--- config.mk ---
export PLATFORM = sky130hd
export DESIGN_NAME = bfd_post
export DESIGN_NICKNAME = d
export VERILOG_FILES = /design/src/rtl/bfd_pkg.sv /design/src/rtl/bfd_post.sv
export SDC_FILE = /design/constraint.sdc
export NUM_CORES = 2
export LEC_CHECK = 0
export ABC_AREA = 1
export BUFFER_PORTS_ARGS = -buffer_cell sky130_fd_sc_hd__buf_2
export CAP_MARGIN = 25
export CORE_UTILIZATION = 45
export DETAILED_ROUTE_END_ITERATION = 6
export HOLD_SLACK_MARGIN = 0.06
export PLACE_DENSITY_LB_ADDON = 0.25
export SLEW_MARGIN = 10
export SYNTH_ARGS = -nofsm -noshare
export SYNTH_HDL_FRONTEND = slang
export SYNTH_SLANG_ARGS = --single-unit
--- constraint.sdc ---
create_clock -name clk -period 12.6 [get_ports clk]
set_input_delay 3.78 -clock clk [delete_from_list [all_inputs] [get_ports clk]]
set_output_delay 3.78 -clock clk [all_outputs]
set_load 0.02 [all_outputs]
--- src/rtl/bfd_pkg.sv ---
// ----------------------------------------------------------------------------
// Box filter downsampler package
// Shared sizes, register indices and the structures that pass between the
// scan counters, the column accumulator store and the averaging unit.
// ----------------------------------------------------------------------------
package bfd_pkg;

	localparam int MAX_WIDTH  = 4096;
	localparam int MAX_HEIGHT = 4096;

	localparam int DIM_W      = 13;
	localparam int COL_W      = $clog2(MAX_WIDTH);
	localparam int ROW_W      = $clog2(MAX_HEIGHT);
	localparam int SUM_W      = 32;
	localparam int TALLY_W    = 25;
	localparam int PIX_W      = 8;
	localparam int CC_W       = 3;
	localparam int CFG_IDX_W  = 3;
	localparam int CFG_DATA_W = 13;

	typedef enum logic [CFG_IDX_W-1:0] {
		REG_SRC_WIDTH   = 3'd0,
		REG_SRC_HEIGHT  = 3'd1,
		REG_DST_WIDTH   = 3'd2,
		REG_DST_HEIGHT  = 3'd3,
		REG_CHAN_COUNT  = 3'd4,
		REG_NORMAL_MAP  = 3'd5
	} cfg_reg_t;

	// Effective image sizes after the zero, oversize and upsampling rules.
	typedef struct packed {
		logic [DIM_W-1:0] src_w;
		logic [DIM_W-1:0] src_h;
		logic [DIM_W-1:0] dst_w;
		logic [DIM_W-1:0] dst_h;
	} dims_t;

	// One accepted source pixel with its channels already filled in.
	typedef struct packed {
		logic [PIX_W-1:0] c0;
		logic [PIX_W-1:0] c1;
		logic [PIX_W-1:0] c2;
		logic [PIX_W-1:0] c3;
		logic [COL_W-1:0] oc;
		logic             emit;
		logic             frame_end;
	} pix_item_t;

	// One entry of the column accumulator store.
	typedef struct packed {
		logic [SUM_W-1:0]   sum_r;
		logic [SUM_W-1:0]   sum_g;
		logic [SUM_W-1:0]   sum_b;
		logic [SUM_W-1:0]   sum_a;
		logic [TALLY_W-1:0] tally;
	} acc_entry_t;

	// A finished box handed to the averaging unit.
	typedef struct packed {
		logic [SUM_W-1:0]   sum_r;
		logic [SUM_W-1:0]   sum_g;
		logic [SUM_W-1:0]   sum_b;
		logic [SUM_W-1:0]   sum_a;
		logic [TALLY_W-1:0] tally;
		logic               frame_end;
	} avg_job_t;

	typedef struct packed {
		logic             ready;
		logic [COL_W-1:0] oc;
		logic             emit;
		logic             frame_end;
	} scan_stat_t;

	typedef struct packed {
		logic clearing;
		logic emit_pending;
	} acc_stat_t;

endpackage

--- src/rtl/bfd_post.sv ---
// ----------------------------------------------------------------------------
// Box filter downsampler averaging unit
// Divides the box sums by the pixel count, optionally renormalises RGB as a
// unit vector, and holds the finished pixel in the output register.
// ----------------------------------------------------------------------------
module bfd_post import bfd_pkg::*; (
	input  logic             clk,
	input  logic             arst_n,
	input  logic             normal_map,
	input  logic             job_valid,
	input  avg_job_t         job,
	output logic             idle,
	output logic             out_valid,
	input  logic             out_ready,
	output logic [PIX_W-1:0] red,
	output logic [PIX_W-1:0] green,
	output logic [PIX_W-1:0] blue,
	output logic [PIX_W-1:0] alpha,
	output logic             frame_end
);

	typedef enum logic [2:0] {
		P_IDLE, P_AVG, P_SQ, P_ROOT, P_PREP, P_RDIV, P_LOAD
	} post_state_t;

	localparam int LANES    = 4;
	localparam int STEP_W   = 5;
	localparam int NORM_W   = 10;
	localparam int SQ_W     = 18;
	localparam int ROOT_W   = 35;
	localparam int ROOT_TOP = 32;
	localparam int LEN_W    = 17;
	localparam int NUM_W    = 28;
	localparam logic signed [NUM_W-1:0] NRM_SCALE = 28'sd65280;
	localparam logic signed [NORM_W-1:0] NRM_BIAS = 10'sd255;

	post_state_t              state_q;
	logic [STEP_W-1:0]        step_q;
	logic [SUM_W-1:0]         rem_q [LANES];
	logic [SUM_W-1:0]         dsh_q;
	logic [PIX_W-1:0]         quo_q [LANES];
	logic [2:0]               sat_q;
	logic signed [NORM_W-1:0] n_q [3];
	logic [ROOT_W-1:0]        rx_q, rr_q, rbit_q;
	logic                     fe_q, normal_q;
	logic                     out_valid_q;
	logic [PIX_W-1:0]         red_q, green_q, blue_q, alpha_q;
	logic                     frame_end_q;

	logic                       div_ge [LANES];
	logic signed [NORM_W-1:0]   n_nx [3];
	logic signed [2*NORM_W-1:0] sq [3];
	logic [SQ_W-1:0]            sq_sum;
	logic [ROOT_W-1:0]          root_trial;
	logic                       root_ge;
	logic [LEN_W-1:0]           len;
	logic signed [NUM_W-1:0]    num [3];
	logic [TALLY_W-1:0]         cnt_eff;

	always_comb begin
		for (int l = 0; l < LANES; l++) begin
			div_ge[l] = rem_q[l] >= dsh_q;
		end
		for (int k = 0; k < 3; k++) begin
			n_nx[k] = $signed({1'b0, quo_q[k], 1'b0}) - NRM_BIAS;
			sq[k]   = n_nx[k] * n_nx[k];
		end
		sq_sum = SQ_W'($unsigned(sq[0])) + SQ_W'($unsigned(sq[1])) +
		         SQ_W'($unsigned(sq[2]));
		root_trial = rr_q + rbit_q;
		root_ge    = rx_q >= root_trial;
		len        = rr_q[LEN_W-1:0];
		// 255*(256n + L) + L folds to 65280n + 256L.
		for (int k = 0; k < 3; k++) begin
			num[k] = NUM_W'(n_q[k]) * NRM_SCALE + $signed(NUM_W'({len, 8'b0}));
		end
		cnt_eff = (job.tally == '0) ? TALLY_W'(1) : job.tally;
	end

	assign idle      = state_q == P_IDLE;
	assign out_valid = out_valid_q;
	assign red       = red_q;
	assign green     = green_q;
	assign blue      = blue_q;
	assign alpha     = alpha_q;
	assign frame_end = frame_end_q;

	always_ff @(posedge clk or negedge arst_n) begin
		if (!arst_n) begin
			state_q     <= P_IDLE;
			step_q      <= '0;
			dsh_q       <= '0;
			sat_q       <= '0;
			rx_q        <= '0;
			rr_q        <= '0;
			rbit_q      <= '0;
			fe_q        <= 1'b0;
			normal_q    <= 1'b0;
			out_valid_q <= 1'b0;
			red_q       <= '0;
			green_q     <= '0;
			blue_q      <= '0;
			alpha_q     <= '0;
			frame_end_q <= 1'b0;
			for (int l = 0; l < LANES; l++) begin
				rem_q[l] <= '0;
				quo_q[l] <= '0;
			end
			for (int k = 0; k < 3; k++) begin
				n_q[k] <= '0;
			end
		end else begin
			// While loading, the load arm below decides the output valid bit.
			if (out_valid_q && out_ready && state_q != P_LOAD) begin
				out_valid_q <= 1'b0;
			end
			unique case (state_q)
				P_IDLE: begin
					if (job_valid) begin
						rem_q[0] <= job.sum_r;
						rem_q[1] <= job.sum_g;
						rem_q[2] <= job.sum_b;
						rem_q[3] <= job.sum_a;
						dsh_q    <= {cnt_eff, 7'b0};
						step_q   <= STEP_W'(PIX_W-1);
						fe_q     <= job.frame_end;
						normal_q <= normal_map;
						state_q  <= P_AVG;
						for (int l = 0; l < LANES; l++) begin
							quo_q[l] <= '0;
						end
					end
				end
				P_AVG, P_RDIV: begin
					for (int l = 0; l < LANES; l++) begin
						if (l < 3 || state_q == P_AVG) begin
							quo_q[l] <= {quo_q[l][PIX_W-2:0], div_ge[l]};
							if (div_ge[l]) begin
								rem_q[l] <= rem_q[l] - dsh_q;
							end
						end
					end
					dsh_q <= dsh_q >> 1;
					if (step_q == '0) begin
						state_q <= (state_q == P_AVG && normal_q) ? P_SQ : P_LOAD;
					end else begin
						step_q <= step_q - STEP_W'(1);
					end
				end
				P_SQ: begin
					for (int k = 0; k < 3; k++) begin
						n_q[k] <= n_nx[k];
					end
					rx_q    <= ROOT_W'({sq_sum, 16'b0});
					rr_q    <= '0;
					rbit_q  <= ROOT_W'(1) << ROOT_TOP;
					step_q  <= STEP_W'(ROOT_TOP/2);
					state_q <= P_ROOT;
				end
				P_ROOT: begin
					if (root_ge) begin
						rx_q <= rx_q - root_trial;
						rr_q <= (rr_q >> 1) + rbit_q;
					end else begin
						rr_q <= rr_q >> 1;
					end
					rbit_q <= rbit_q >> 2;
					if (step_q == '0) begin
						state_q <= P_PREP;
					end else begin
						step_q <= step_q - STEP_W'(1);
					end
				end
				P_PREP: begin
					for (int k = 0; k < 3; k++) begin
						rem_q[k] <= num[k][NUM_W-1] ? '0 : SUM_W'($unsigned(num[k]));
						sat_q[k] <= !num[k][NUM_W-1] &&
						            ($unsigned(num[k]) >= NUM_W'({len, 9'b0}));
						quo_q[k] <= '0;
					end
					dsh_q   <= SUM_W'({len, 8'b0});
					step_q  <= STEP_W'(PIX_W-1);
					state_q <= P_RDIV;
				end
				P_LOAD: begin
					if (!out_valid_q || out_ready) begin
						red_q       <= (normal_q && sat_q[0]) ? '1 : quo_q[0];
						green_q     <= (normal_q && sat_q[1]) ? '1 : quo_q[1];
						blue_q      <= (normal_q && sat_q[2]) ? '1 : quo_q[2];
						alpha_q     <= quo_q[3];
						frame_end_q <= fe_q;
						out_valid_q <= 1'b1;
						state_q     <= P_IDLE;
					end
				end
				default: state_q <= P_IDLE;
			endcase
		end
	end

	a_job_when_idle: assert property (@(posedge clk) disable iff (!arst_n)
		job_valid |-> state_q == P_IDLE) else $error("finished box arrived while busy");

endmodule

==> results summary <==
The width of the die came out at approximately 330 µm. The total of cells resized after clock tree synthesis came out at 0. The type of destination of the critical path is a flip-flop. The worst clock skew on the final layout is 0.0355 ns.

The area growth from synthesis to final layout came out at 8.35%. A synthesized cell averages 7.11 µm². The height of the die came out at 328 µm. By area the synthesized netlist is led by sky130_fd_sc_hd__dfrtp_1 18%, sky130_fd_sc_hd__fa_1 16%, sky130_fd_sc_hd__ha_1 14%. The average routed wire per standard cell is 19.9 µm. Cells fill 49.2% of the core in the end. The share of the synthesized area in the top cell type came out at 18.3%.

The overall overflow remaining after global route came out at 0. The placed instances occupy a cell area of 50300 µm². The vias after detailed routing came out at 44.9k. The count of endpoints failing hold in the final timing report came out at 0.

about 190 I/O pins were placed. The number of nets in the synthesized netlist is a little under 8k. The worst endpoint required time came out at approximately 13 ns. Entering global routing, the biggest net connects 153 pins. The number of buffer cells added on primary ports is 193. The count of nets left with antenna violations once routing finished came out at 0. The routability congestion estimate from global placement came out at 0.983.

The met3 wire length came out at ~7600 µm. Setup repair after global routing left no endpoint under its margin. The clock latency of the later-clocked register in the worst-skew pair is approximately 0.63 ns. The final critical-path required period came out at 7.46 ns. The post-synthesis register bit count is around 350.

The min-delay analysis places its worst path in the category flip-flop to flip-flop. The share of flip-flops with an asynchronous set or reset after synthesis came out at 100%. After detailed routing, no signal wire sits above met5. The post-DP HPWL is 133000 µm. The transition at the pin with the smallest max-transition slack came out at 1.17 ns. The cell area after layout came out at 51900 µm². The number of max-cap violations is 0. The register clock-pin slew on the reported worst setup and hold paths is 0.06 ns. The flow ran to the end, but the final reports show violations. The checks that failed: design-rule violations. The worst setup path is launched from a flip-flop. The number of filler instances in the final layout is 10.9k. After the first detailed-routing iteration, the DRC count stood at 3276.

Of all cell types, the one taking the most synthesized area is sky130_fd_sc_hd__dfrtp_1. The aggregate routed wire length is 165000 µm. The critical path in this run is classified as flip-flop to flip-flop.

The number of different library cells used by synthesis comes to 59. CTS built an H-tree with a depth of 2. The clock drives 351 sinks. The sequential fraction of the synthesis area came out at 18.3%. The initial antenna violation count came to 2. The first TritonRoute pass finished after 7 iterations. The wire length on met2 came out at 76200 µm. In the synthesized netlist, the cells that appear most often are 1516 x sky130_fd_sc_hd__nand2_1, 1190 x sky130_fd_sc_hd__inv_1, 587 x sky130_fd_sc_hd__nor2_1, 527 x sky130_fd_sc_hd__ha_1, 498 x sky130_fd_sc_hd__a21oi_1. The tree is rooted in a sky130_fd_sc_hd__clkbuf_16. The starting density of the core is 45.4%. The max-slew headroom at the worst pin is a little over a fifth. TritonCTS built the clock tree.

The die covers 108000 µm². Setup violations remaining at the end of the flow were counted as 0. Based on the critical path, the design can be clocked at up to 134 MHz. After floorplanning, the core was divided into roughly 120 placement rows. The total number of yosys warnings is 0.

The number of enable-type register cells in the synthesized netlist came out at 0. For this run, the post-layout net count is 7921. The global-route usage over all layers is between 30% and 40%. After layout, the worst path uses 59.2% of the clock period.

The total area inside the core boundary comes to between 100000 and 150000 µm². The count of final max-slew check failures is 0. The maximum number of buffers from clock root to sink came out at 3. The hold buffer count at cts is 0.

The arrival time at the worst endpoint is 8.02 ns. The total negative setup slack is 0 ns. Along the worst path, the maximum fanout reaches 19. The total routed wire length on the met1 layer is 71400 µm. The average via count per standard cell came out at between 5 and 6. The number of global-route vias before repair came out at 43.9k.

The post-CTS repair timing setup buffer count came out at 0. The count of unresolved DRC violations after routing came out at 48. The number of antenna repair diodes is 0. The proportion of layout cells with a drive suffix above 1 is 5.89%. The TritonCTS buffer count is 45. The wire length of the first global-routing pass is ~250000 µm. Summing every instance area after synthesis gives 47900 µm². The most common flop cell mapped by yosys is sky130_fd_sc_hd__dfrtp_1.

The count of mapped cells out of synthesis is 6735. Yosys instantiated no cell more often than sky130_fd_sc_hd__nand2_1.
## stage by stage
step,setup WS [ns],hold WS [ns],std cells
floorplan,5.71,0.448,6735
finish,5.14,0.479,8288
global route,4.63,0.501,8288
detailed placement,5.09,0.471,8207
CTS,5.06,0.487,8288
global placement,5.09,0.465,8207
## sequential cells by signal (all words and copies together) (netlist names), 17 cells and up
signal / cells
quo_q: 32
rr_q: 35
n_q: 25
rem_q: 128
rbit_q: 17
rx_q: 35
dsh_q: 32
## final timing paths
path,start,end,slack (ns),depth (start not counted)
setup / recovery,quo_q[23],rx_q[32],5.14,26
hold / removal,frame_end,frame_end,0.48,2
setup reg to reg,quo_q[23],rx_q[32],5.14,26
hold reg to reg,frame_end,frame_end,0.48,2
max in group asynchronous,arst_n,red[5],7.21,3
min in group asynchronous,arst_n,rem_q[41],3.22,1
## final cells by class
type	instances	area [µm²]	share of cell area, %
Multi-Input combinational cell	5037	34000	65.5
Clock inverter	24	358	0.690
Tap cell	1391	1740	3.35
Inverter	1201	4510	8.70
Timing Repair Buffer	227	1240	2.40
Sequential cell	351	8780	16.9
Clock buffer	57	1240	2.39
## cell families after synthesis
kind of cell / count (synthesis) / synth area share (%)
and+or+nand+nor: 2634 / 22.6
buffers and inverters: 1347 / 10.7
AOI/OAI and AO/OA: 1299 / 15.2
adders and majority gates: 899 / 29.3
DFF: 351 / 18.3
xor gates and xnor gates: 204 / 3.76
muxes: 1 / 0.0235
## worst max-delay path, stage by stage (launching register included)
cell and delay (ns):
sky130_fd_sc_hd__dfrtp_1 0.94, sky130_fd_sc_hd__nor2_1 0.30, sky130_fd_sc_hd__fa_1 0.78, sky130_fd_sc_hd__inv_1 0.09, sky130_fd_sc_hd__fa_1 0.49, sky130_fd_sc_hd__inv_1 0.05, sky130_fd_sc_hd__fa_1 0.49, sky130_fd_sc_hd__fa_1 0.56
sky130_fd_sc_hd__inv_1 0.06, sky130_fd_sc_hd__fa_1 0.52, sky130_fd_sc_hd__fa_1 0.55, sky130_fd_sc_hd__inv_1 0.06, sky130_fd_sc_hd__fa_1 0.50, sky130_fd_sc_hd__fa_1 0.49, sky130_fd_sc_hd__ha_1 0.35, sky130_fd_sc_hd__inv_1 0.08
sky130_fd_sc_hd__nor3_1 0.23, sky130_fd_sc_hd__nand3_1 0.11, sky130_fd_sc_hd__nand3_1 0.14, sky130_fd_sc_hd__nand2_1 0.06, sky130_fd_sc_hd__nand2_1 0.06, sky130_fd_sc_hd__a21oi_1 0.07, sky130_fd_sc_hd__a21oi_1 0.11, sky130_fd_sc_hd__o21ai_0 0.11
sky130_fd_sc_hd__nand2_1 0.07, sky130_fd_sc_hd__nand2_1 0.05, sky130_fd_sc_hd__nand2_1 0.08
## layout by cell type (no fill, tap or decap), types with 30 or more instances in the layout
| cell | synthesis | routed |
|---|---|---|
| sky130_fd_sc_hd__a21o_1 | 43 | 43 |
| sky130_fd_sc_hd__a21oi_1 | 498 | 498 |
| sky130_fd_sc_hd__a31oi_1 | 59 | 59 |
| sky130_fd_sc_hd__buf_2 | 27 | 192 |
| sky130_fd_sc_hd__buf_4 | 6 | 33 |
| sky130_fd_sc_hd__clkbuf_16 | 0 | 45 |
| sky130_fd_sc_hd__dfrtp_1 | 351 | 351 |
| sky130_fd_sc_hd__fa_1 | 372 | 372 |
| sky130_fd_sc_hd__ha_1 | 527 | 527 |
| sky130_fd_sc_hd__inv_1 | 1190 | 1189 |
| sky130_fd_sc_hd__nand2_1 | 1516 | 1515 |
| sky130_fd_sc_hd__nand3_1 | 304 | 304 |
| sky130_fd_sc_hd__nand4_1 | 56 | 56 |
| sky130_fd_sc_hd__nor2_1 | 587 | 582 |
| sky130_fd_sc_hd__nor3_1 | 50 | 50 |
| sky130_fd_sc_hd__o21a_1 | 30 | 30 |
| sky130_fd_sc_hd__o21ai_0 | 447 | 447 |
| sky130_fd_sc_hd__o21bai_1 | 32 | 32 |
| sky130_fd_sc_hd__o22ai_1 | 77 | 77 |
| sky130_fd_sc_hd__xnor2_1 | 92 | 92 |
| sky130_fd_sc_hd__xor2_1 | 110 | 110 |
## routing by layer
metal	global-route usage (%)	up-vias
met2	50.8	1346
met3	2.63	281
li1	-	22000
met4	15.0	2
met5	0	-
met1	39.7	21300
Power is left out: the tool's default activity adds up to more than one toggle a clock period on the data nets, which glitch-free logic cannot reach.
