===== src/rtl/bfd_pkg.sv =====
// ----------------------------------------------------------------------------
// Box filter downsampler package
// Shared sizes, register indices and the structures that pass between the
// scan counters, the column accumulator store and the averaging unit.
// ----------------------------------------------------------------------------
package bfd_pkg;

	localparam int MAX_WIDTH  = 4096;
	localparam int MAX_HEIGHT = 4096;

	localparam int DIM_W      = 13;
	localparam int COL_W      = $clog2(MAX_WIDTH);
	localparam int ROW_W      = $clog2(MAX_HEIGHT);
	localparam int SUM_W      = 32;
	localparam int TALLY_W    = 25;
	localparam int PIX_W      = 8;
	localparam int CC_W       = 3;
	localparam int CFG_IDX_W  = 3;
	localparam int CFG_DATA_W = 13;

	typedef enum logic [CFG_IDX_W-1:0] {
		REG_SRC_WIDTH   = 3'd0,
		REG_SRC_HEIGHT  = 3'd1,
		REG_DST_WIDTH   = 3'd2,
		REG_DST_HEIGHT  = 3'd3,
		REG_CHAN_COUNT  = 3'd4,
		REG_NORMAL_MAP  = 3'd5
	} cfg_reg_t;

	// Effective image sizes after the zero, oversize and upsampling rules.
	typedef struct packed {
		logic [DIM_W-1:0] src_w;
		logic [DIM_W-1:0] src_h;
		logic [DIM_W-1:0] dst_w;
		logic [DIM_W-1:0] dst_h;
	} dims_t;

	// One accepted source pixel with its channels already filled in.
	typedef struct packed {
		logic [PIX_W-1:0] c0;
		logic [PIX_W-1:0] c1;
		logic [PIX_W-1:0] c2;
		logic [PIX_W-1:0] c3;
		logic [COL_W-1:0] oc;
		logic             emit;
		logic             frame_end;
	} pix_item_t;

	// One entry of the column accumulator store.
	typedef struct packed {
		logic [SUM_W-1:0]   sum_r;
		logic [SUM_W-1:0]   sum_g;
		logic [SUM_W-1:0]   sum_b;
		logic [SUM_W-1:0]   sum_a;
		logic [TALLY_W-1:0] tally;
	} acc_entry_t;

	// A finished box handed to the averaging unit.
	typedef struct packed {
		logic [SUM_W-1:0]   sum_r;
		logic [SUM_W-1:0]   sum_g;
		logic [SUM_W-1:0]   sum_b;
		logic [SUM_W-1:0]   sum_a;
		logic [TALLY_W-1:0] tally;
		logic               frame_end;
	} avg_job_t;

	typedef struct packed {
		logic             ready;
		logic [COL_W-1:0] oc;
		logic             emit;
		logic             frame_end;
	} scan_stat_t;

	typedef struct packed {
		logic clearing;
		logic emit_pending;
	} acc_stat_t;

endpackage


===== src/rtl/bfd_scan.sv =====
// ----------------------------------------------------------------------------
// Box filter downsampler raster scan
// Tracks source and output positions and the box boundaries. Boundaries are
// stepped with a quotient and remainder worked out once per restart.
// ----------------------------------------------------------------------------
module bfd_scan import bfd_pkg::*; (
	input  logic       clk,
	input  logic       arst_n,
	input  logic       restart,
	input  dims_t      dims,
	input  logic       advance,
	output scan_stat_t stat
);

	typedef enum logic {SC_DIV, SC_RUN} scan_state_t;

	localparam int STEP_W = $clog2(DIM_W);

	scan_state_t       state_q;
	logic [STEP_W-1:0] step_q;
	logic [DIM_W-1:0]  cq_q, cr_q, rq_q, rr_q;
	logic [COL_W-1:0]  src_col_q, out_col_q;
	logic [ROW_W-1:0]  src_row_q, out_row_q;
	logic [DIM_W-1:0]  col_bnd_q, col_rem_q, row_bnd_q, row_rem_q;

	logic [DIM_W:0]   col_trial, row_trial;
	logic             col_qbit, row_qbit;
	logic [DIM_W-1:0] col_rem_nx, row_rem_nx;
	logic [DIM_W-1:0] sc1, sr1;
	logic             col_hit, row_hit, line_end, frame_wrap;
	logic [DIM_W:0]   cr_sum, cb_sum, rr_sum, rb_sum;
	logic [DIM_W-1:0] cb_nx, cr_nx, rb_nx, rr_nx;

	// One quotient bit a cycle for both the column and the row ratio.
	always_comb begin
		col_trial  = {cr_q, dims.src_w[step_q]};
		row_trial  = {rr_q, dims.src_h[step_q]};
		col_qbit   = col_trial >= {1'b0, dims.dst_w};
		row_qbit   = row_trial >= {1'b0, dims.dst_h};
		col_rem_nx = col_qbit ? DIM_W'(col_trial - {1'b0, dims.dst_w}) : DIM_W'(col_trial);
		row_rem_nx = row_qbit ? DIM_W'(row_trial - {1'b0, dims.dst_h}) : DIM_W'(row_trial);
	end

	always_comb begin
		sc1        = DIM_W'(src_col_q) + DIM_W'(1);
		sr1        = DIM_W'(src_row_q) + DIM_W'(1);
		col_hit    = sc1 >= col_bnd_q;
		row_hit    = sr1 >= row_bnd_q;
		line_end   = sc1 >= dims.src_w;
		frame_wrap = sr1 >= dims.src_h;
		cr_sum     = (DIM_W+1)'(col_rem_q) + (DIM_W+1)'(cr_q);
		cb_sum     = (DIM_W+1)'(col_bnd_q) + (DIM_W+1)'(cq_q);
		rr_sum     = (DIM_W+1)'(row_rem_q) + (DIM_W+1)'(rr_q);
		rb_sum     = (DIM_W+1)'(row_bnd_q) + (DIM_W+1)'(rq_q);
		if (cr_sum >= (DIM_W+1)'(dims.dst_w)) begin
			cr_nx = DIM_W'(cr_sum - (DIM_W+1)'(dims.dst_w));
			cb_nx = DIM_W'(cb_sum + (DIM_W+1)'(1));
		end else begin
			cr_nx = DIM_W'(cr_sum);
			cb_nx = DIM_W'(cb_sum);
		end
		if (rr_sum >= (DIM_W+1)'(dims.dst_h)) begin
			rr_nx = DIM_W'(rr_sum - (DIM_W+1)'(dims.dst_h));
			rb_nx = DIM_W'(rb_sum + (DIM_W+1)'(1));
		end else begin
			rr_nx = DIM_W'(rr_sum);
			rb_nx = DIM_W'(rb_sum);
		end
	end

	always_comb begin
		stat.ready     = state_q == SC_RUN;
		stat.oc        = out_col_q;
		stat.emit      = col_hit && row_hit;
		stat.frame_end = ((DIM_W'(out_col_q) + DIM_W'(1)) >= dims.dst_w) &&
		                 ((DIM_W'(out_row_q) + DIM_W'(1)) >= dims.dst_h);
	end

	always_ff @(posedge clk or negedge arst_n) begin
		if (!arst_n) begin
			state_q   <= SC_DIV;
			step_q    <= STEP_W'(DIM_W-1);
			cq_q      <= '0;
			cr_q      <= '0;
			rq_q      <= '0;
			rr_q      <= '0;
			src_col_q <= '0;
			out_col_q <= '0;
			src_row_q <= '0;
			out_row_q <= '0;
			col_bnd_q <= '0;
			col_rem_q <= '0;
			row_bnd_q <= '0;
			row_rem_q <= '0;
		end else if (restart) begin
			state_q   <= SC_DIV;
			step_q    <= STEP_W'(DIM_W-1);
			cq_q      <= '0;
			cr_q      <= '0;
			rq_q      <= '0;
			rr_q      <= '0;
		end else begin
			unique case (state_q)
				SC_DIV: begin
					cq_q <= {cq_q[DIM_W-2:0], col_qbit};
					cr_q <= col_rem_nx;
					rq_q <= {rq_q[DIM_W-2:0], row_qbit};
					rr_q <= row_rem_nx;
					if (step_q == '0) begin
						state_q   <= SC_RUN;
						col_bnd_q <= {cq_q[DIM_W-2:0], col_qbit};
						col_rem_q <= col_rem_nx;
						row_bnd_q <= {rq_q[DIM_W-2:0], row_qbit};
						row_rem_q <= row_rem_nx;
						src_col_q <= '0;
						out_col_q <= '0;
						src_row_q <= '0;
						out_row_q <= '0;
					end else begin
						step_q <= step_q - STEP_W'(1);
					end
				end
				SC_RUN: begin
					if (advance) begin
						if (line_end) begin
							src_col_q <= '0;
							out_col_q <= '0;
							col_bnd_q <= cq_q;
							col_rem_q <= cr_q;
							if (frame_wrap) begin
								src_row_q <= '0;
								out_row_q <= '0;
								row_bnd_q <= rq_q;
								row_rem_q <= rr_q;
							end else begin
								src_row_q <= ROW_W'(sr1);
								if (row_hit) begin
									out_row_q <= out_row_q + ROW_W'(1);
									row_bnd_q <= rb_nx;
									row_rem_q <= rr_nx;
								end
							end
						end else begin
							src_col_q <= COL_W'(sc1);
							if (col_hit) begin
								out_col_q <= out_col_q + COL_W'(1);
								col_bnd_q <= cb_nx;
								col_rem_q <= cr_nx;
							end
						end
					end
				end
				default: state_q <= SC_DIV;
			endcase
		end
	end

	a_advance_running: assert property (@(posedge clk) disable iff (!arst_n)
		advance |-> state_q == SC_RUN) else $error("pixel taken before the scan ratios are ready");

endmodule


===== config.mk =====
export PLATFORM = sky130hd
export DESIGN_NAME = bfd_scan
export DESIGN_NICKNAME = d
export VERILOG_FILES = /design/src/rtl/bfd_pkg.sv /design/src/rtl/bfd_scan.sv
export SDC_FILE = /design/constraint.sdc
export NUM_CORES = 1
export LEC_CHECK = 0
export ABC_AREA = 1
export CORE_MARGIN = 1.5
export CORE_UTILIZATION = 50
export CTS_CLUSTER_DIAMETER = 150
export DETAILED_ROUTE_END_ITERATION = 8
export DONT_BUFFER_PORTS = 1
export PLACE_DENSITY = 0.66
export SLEW_MARGIN = 20
export SYNTH_ARGS = -nofsm -noshare
export SYNTH_HDL_FRONTEND = slang
export SYNTH_SLANG_ARGS = --single-unit

===== constraint.sdc =====
create_clock -name clk -period 3.6 [get_ports clk]
set_input_delay 0.18 -clock clk [delete_from_list [all_inputs] [get_ports clk]]
set_output_delay 0.18 -clock clk [all_outputs]
set_load 0.01 [all_outputs]

==> impl_metrics.py, run 1 <==
metrics = {
    "grt": {
        "antenna_found_initial": 0,
        "track_usage_pct": 29.5,
        "grt_pass1_wl_mm": 78.5,
        "grt_overflow": 0,
        "grt_start_max_net_pins": 158,
        "grt_pass1_vias": 15300,
    },
    "final_layout": {
        "drive_gt1_share_pct": 17.4,
        "layout-area-overhead-vs-synth_pct": 21.1,
        "stdcell_count": 2907,
        "fin_nets": 2743,
        "final_cell_area_mm2": 0.0195,
        "num_antenna_cells": 0,
    },
    "timing": {
        "fmax_mhz": 281,
        "finalSetupViolations": 0,
        "fin_crit_ns": 3.56,
        "finalCritPeriodShare_pct": 98.8,
        "maxSlewViolCount": 0,
        "finalHoldViolations": 157,
        "setup_tns_ns": 0,
        "tightest_slew_ns": 1.15,
        "fin_skew_ns": 0.00938,
        "hold_ws_ns": -0.579,
        "rsz0062_at_grt": "true",
        "relSlewSlack_pct": 23.3,
    },
    "critical_path": {
        "worstSetupPathType": "flip-flop to flip-flop",
        "rr_startpoint": "src_col_q[1]",
        "critPathArrivalTime_ns": 3.93,
        "startpoint_type": "flip-flop",
        "critPathCaptureType": "flip-flop",
        "path_max_fanout": 14,
        "worst_ep_required_time_ns": 3.98,
        "critPathLaunch": "src_col_q[1]",
    },
    "cts": {
        "cts_root_buf": "clkbuf_16",
        "cts_buffer_depth": 2,
        "cts_sinks": 157,
        "cts_made_buffers": 17,
        "worstSkewPairLatency_ns": 0.45,
        "h-tree-depth": 4,
        "clk_pin_slew_ns": 0.07,
        "cts_tree": "done",
        "hold_buffers": 1,
    },
    "placed_design": {
        "place.gp.congestion": 0.971,
        "hpwl_mm": 36.2,
        "dp_cells": 2824,
        "placed_area_mm2": 0.0171,
        "numPortBuffers": 0,
    },
    "detailed_routing": {
        "wl_mm": 51.2,
        "drc_errors": 0,
        "wl_per_cell_um": 17.6,
        "ant_nets": 0,
        "initialDrtViolationCount": 1397,
        "first_pass_iters": 6,
        "vias": 16600,
        "via_per_inst": 5.73,
    },
    "yosys": {
        "synthesis.area_mm2": 0.0161,
        "synth_seq_area_share_pct": 24.4,
        "synthCells": 2382,
        "synth_area_leaders": "dfrtp_1, ha_1, nand2_1",
        "synth_most_common_cell": "nand2_1",
        "synth_warnings": 0,
        "ys_ff_latch": 157,
        "async_flop_share_pct": 100,
        "synth.top_cells.by_count": "nand2_1, inv_1, a21oi_1",
        "synth_ff_type": "dfrtp_1",
        "syn_nets": 2633,
        "synth_top_cell_area_share_pct": 24.1,
        "synth_cell_types": 54,
        "synth_edf_count": 0,
        "syn_area_per_cell_um2": 6.76,
        "yosysTopAreaCell": "dfrtp_1",
    },
    "pwr": {
        "power_mw": 18.9,
        "ir_drop_mv": 0.712,
        "power_density_mw_per_mm2": 968,
        "power_leakage_nw": 9.94,
    },
    "worst_hold_path": {
        "hp-class": "input pin to async pin",
    },
    "floorplan": {
        "fp-row-count": 65,
        "initial_utilization_pct": 50.9,
        "fp.coreArea_mm2": 0.0316,
        "die_w_um": 182,
        "die_area_mm2": 0.0333,
        "die_h_um": 182,
        "io_pins": 71,
    },
    "run_status": {
        "violations": "negative hold slack",
        "status": "complete, but fails checks",
    },
    "flow_run": {
        "max_cap_viol_count": 0,
    },
}
-- sequential cells by signal, indices dropped and copies added, names as in the netlist --
name and flops:
cq_q 13, row_bnd_q 13, row_rem_q 13, state_q 1, col_bnd_q 13, src_row_q 12, cr_q 13, rq_q 13
out_col_q 12, rr_q 13, col_rem_q 13, src_col_q 12, out_row_q 12, step_q 4
-- metal layers --
metal / up-vias / GRT usage (%) / part of all wire [%]
met5: - / 0 / 0
met4: 0 / 12.0 / 3.2
met3: 106 / 3.27 / 5.1
met2: 534 / 48.9 / 47
met1: 7876 / 39.2 / 44
li1: 8129 / - / -
-- metrics by stage --
step           util, %  setup WS (ns)
5_1_grt           61.6         -0.189
4_1_cts           56.9       -0.00625
3_5_place_dp      54.2         -0.154
6_report          61.6         0.0445
3_3_place_gp      54.2         -0.139
2_1_floorplan        -          0.216
-- final cells by class --
cell class	instances	area [um^2]
flip-flops and latches	157	3940
multi-input cells	1814	11600
clock inverters	13	166
inverters	352	1350
clock buffers	19	443
fillers	2860	12100
repair buffers	150	1490
well taps	402	503
-- cells in the final DEF (no fill, tap or decap), drive strengths merged, types with 24 or more instances in the layout --
master  Yosys  layout
clkbuf     20      24
inv       352     352
xor2       71      71
ha        187     187
dfrtp     155     155
buf        41     145
nor2      230     231
o211ai     27      27
a21oi     234     234
nand2     551     551
xnor2      26      26
nand4      37      37
o21ai     137     137
nor3       32      32
nand3     149     150
-- power breakdown --
part	internal, mW	total (mW)	switching [mW]
registers	2.39	3.02	0.631
logic	5.52	13.9	8.37
clock network	1.11	1.96	0.845
-- timing repair --
action                                 4_1_cts  5_1_grt
setup endpoints to repair                   66      119
endpoints found under the hold margin      211      157
gates cloned                                 3        6
buffers inserted                             7       40
pin swaps                                    8      113
gates resized for setup                     37      290
-- final timing paths --
check / end / slack, ns / depth (start not counted)
max: col_rem_q[8] / 0.04 / 21
min: out_row_q[8] / -0.58 / 0
max reg2reg: col_rem_q[8] / 0.04 / 21
min reg2reg: row_rem_q[9] / 0.50 / 2
max in group asynchronous: step_q[2] / 3.86 / 0
min in group clk: src_col_q[9] / 0.02 / 3
-- cells by family (layout without fill, tap and decap cells) --
family | count (synthesis) | after routing | synth area share [%]
AO/OA/AOI/OAI | 501 | 501 | 17.6
XOR/XNOR | 97 | 97 | 5.28
adder cells (fa/ha/maj) | 195 | 195 | 15.5
buffers and inverters | 413 | 534 | 10.3
flip-flops | 157 | 157 | 24.4
AND/OR/NAND/NOR | 1019 | 1021 | 26.9
-- worst max-delay path: stages (launching register included) --
cell and delay [ns]:
dfrtp_1 0.36, inv_1 0.07, nor3_2 0.18, inv_1 0.08, nor2_1 0.10, inv_1 0.08
nor3_2 0.21, nand2_2 0.11, nor2_4 0.15, nand3_2 0.10, xor2_2 0.23, inv_2 0.09
ha_4 0.29, nand2_4 0.06, nor4_4 0.26, nand4_1 0.13, nand3_2 0.15, inv_2 0.07
buf_4 0.21, o21ai_1 0.34, nor2_4 0.08, a21oi_2 0.14
Power figures use the tool's default switching activity.
==> run 2: changes to the inputs <==
- CORE_UTILIZATION: 50 -> 60
- PLACE_DENSITY: 0.66 -> 0.79
==> impl_metrics.py, run 2 (synthesized netlist as in run 1, its figures left out) <==
metrics = {
    "cts": {
        "cts_made_buffers": 17,
        "hold_buffers": 1,
        "cts_sinks": 157,
        "cts_root_buf": "clkbuf_16",
        "worstSkewPairLatency_ns": 0.45,
        "cts_buffer_depth": 2,
        "cts_tree": "done",
        "clk_pin_slew_ns": 0.07,
        "h-tree-depth": 4,
    },
    "detailed_routing": {
        "vias": 17400,
        "initialDrtViolationCount": 2026,
        "via_per_inst": 6.12,
        "wl_per_cell_um": 18.4,
        "wl_mm": 52.3,
        "ant_nets": 0,
        "drc_errors": 10,
        "first_pass_iters": 9,
    },
    "final_layout": {
        "num_antenna_cells": 0,
        "fin_nets": 2742,
        "drive_gt1_share_pct": 16.9,
        "layout-area-overhead-vs-synth_pct": 20.3,
        "post-route-util_pct": 73.9,
        "layout_commonest_cell": "nand2_1",
        "final_cell_area_mm2": 0.0194,
        "stdcell_count": 2839,
        "fillers": 1998,
        "final_cell_mix": "nand2_1, inv_1, a21oi_1",
    },
    "grt": {
        "busiest_layer": "met2",
        "grt_pass1_vias": 15900,
        "globalRouteMet1Util_pct": 44.5,
        "track_usage_pct": 34.2,
        "antenna_found_initial": 0,
        "met3_usage_pct": 4.75,
        "grt_overflow": 0,
        "grt_pass1_wl_mm": 77.6,
        "use_met2_pct": 56.6,
        "grt_start_max_net_pins": 158,
    },
    "floorplan": {
        "initial_utilization_pct": 61.4,
        "fp-row-count": 59,
        "die_w_um": 167,
        "die_h_um": 167,
        "fp.coreArea_mm2": 0.0262,
        "io_pins": 71,
        "die_area_mm2": 0.0278,
    },
    "critical_path": {
        "worstSetupPathType": "flip-flop to flip-flop",
        "path_max_fanout": 8,
        "critPathArrivalTime_ns": 4.05,
        "critPathCaptureType": "flip-flop",
        "worst_ep_required_time_ns": 3.92,
        "startpoint_type": "flip-flop",
        "reg2regPathDepth": 22,
    },
    "timing": {
        "setup_ws_ns": -0.138,
        "maxSlewViolCount": 0,
        "finalHoldViolations": 157,
        "fin_skew_ns": 0.0151,
        "fmax_mhz": 268,
        "finalSetupViolations": 13,
        "tightest_slew_ns": 1.04,
        "finalCritPeriodShare_pct": 104,
        "hold_ws_ns": -0.565,
        "relSlewSlack_pct": 30.8,
        "fin_crit_ns": 3.74,
        "rsz0062_at_grt": "true",
    },
    "placed_design": {
        "numPortBuffers": 0,
        "dp_cells": 2742,
        "pre_cts_ws_ns": -0.120,
        "place.gp.congestion": 0.997,
        "hpwl_mm": 35.2,
        "placed_area_mm2": 0.0169,
    },
    "pwr": {
        "power_leakage_nw": 9.92,
        "ir_drop_mv": 0.716,
        "power_density_mw_per_mm2": 1000,
        "power_mw": 19.4,
    },
    "run_status": {
        "violations": "design-rule violations, negative hold slack, negative setup slack",
        "status": "complete, but fails checks",
    },
    "worst_hold_path": {
        "hp-class": "input pin to async pin",
    },
    "flow_run": {
        "max_cap_viol_count": 0,
    },
}
[run 2: changes by cell type in the layout (fill, tap and decap cells not counted), sizes merged]
cell and delta:
clkinv -1, buf -4, clkbuf +1, bufbuf +1
inv +2, nand3 -1, clkinvlp +1
[run 2: cell type report]
cell class              count  area (um^2)  area share, %
multi-input cells        1813        11500           59.4
flip-flops and latches    157         3930           20.3
repair buffers            149         1510           7.78
inverters                 352         1370           7.09
clock buffers              18          429           2.22
well taps                 335          419           2.16
clock inverters            14          183          0.943
repair inverters            1         8.76         0.0452
[run 2: critical path, cell delays in order, from the launching register on]
cell	delay [ns]
dfrtp_1	0.42
ha_1	0.22
nand2_1	0.08
nor2_2	0.15
nand3_2	0.11
nor2_1	0.10
inv_1	0.08
nor2_2	0.15
nand2_2	0.12
xor2_2	0.23
ha_1	0.31
a21oi_1	0.15
o21ai_0	0.12
a21oi_1	0.19
nand3_2	0.16
inv_2	0.12
nand2_2	0.09
nand2_4	0.17
nand2_8	0.08
buf_6	0.14
buf_12	0.14
nor2_1	0.19
a21oi_1	0.09
[run 2: what timing repair did]
item	CTS	global route
gates cloned	1	11
endpoints found under the hold margin	211	157
resized for setup	25	280
pin swaps	6	73
setup buffers	7	49
setup endpoints to repair	47	127
[run 2: power breakdown]
group | total [mW] | internal, mW | switching (mW)
Clock | 1.99 | 1.11 | 0.878
Combinational | 14.4 | 5.82 | 8.58
Sequential | 3.06 | 2.39 | 0.670
[run 2: per-stage QoR]
step                TNS [ns]  hold WS (ns)
floorplan                  0        -0.116
global placement      -0.179        -0.111
detailed placement     -1.24        -0.110
CTS                   -0.249        -0.580
global route          -16.10        -0.572
finish                -0.356        -0.565
[run 2: path summary, 6_finish.rpt]
check	slack [ns]	endpoint	from
worst max register to register	-0.14	col_bnd_q[10]	src_col_q[0]
worst max-delay path	-0.14	col_bnd_q[10]	src_col_q[0]
worst min-delay path	-0.56	col_rem_q[6]	arst_n
worst min register to register	0.50	col_rem_q[7]	col_rem_q[7]
max in group asynchronous	3.80	step_q[2]	arst_n
min in group clk	0.01	src_col_q[9]	advance
[run 2: metal layers]
| layer | up-vias | part of all wire, % |
|---|---|---|
| met4 | 0 | 5.3 |
| li1 | 8110 | - |
| met5 | - | 0 |
| met3 | 228 | 8.6 |
| met1 | 8050 | 40 |
| met2 | 986 | 46 |
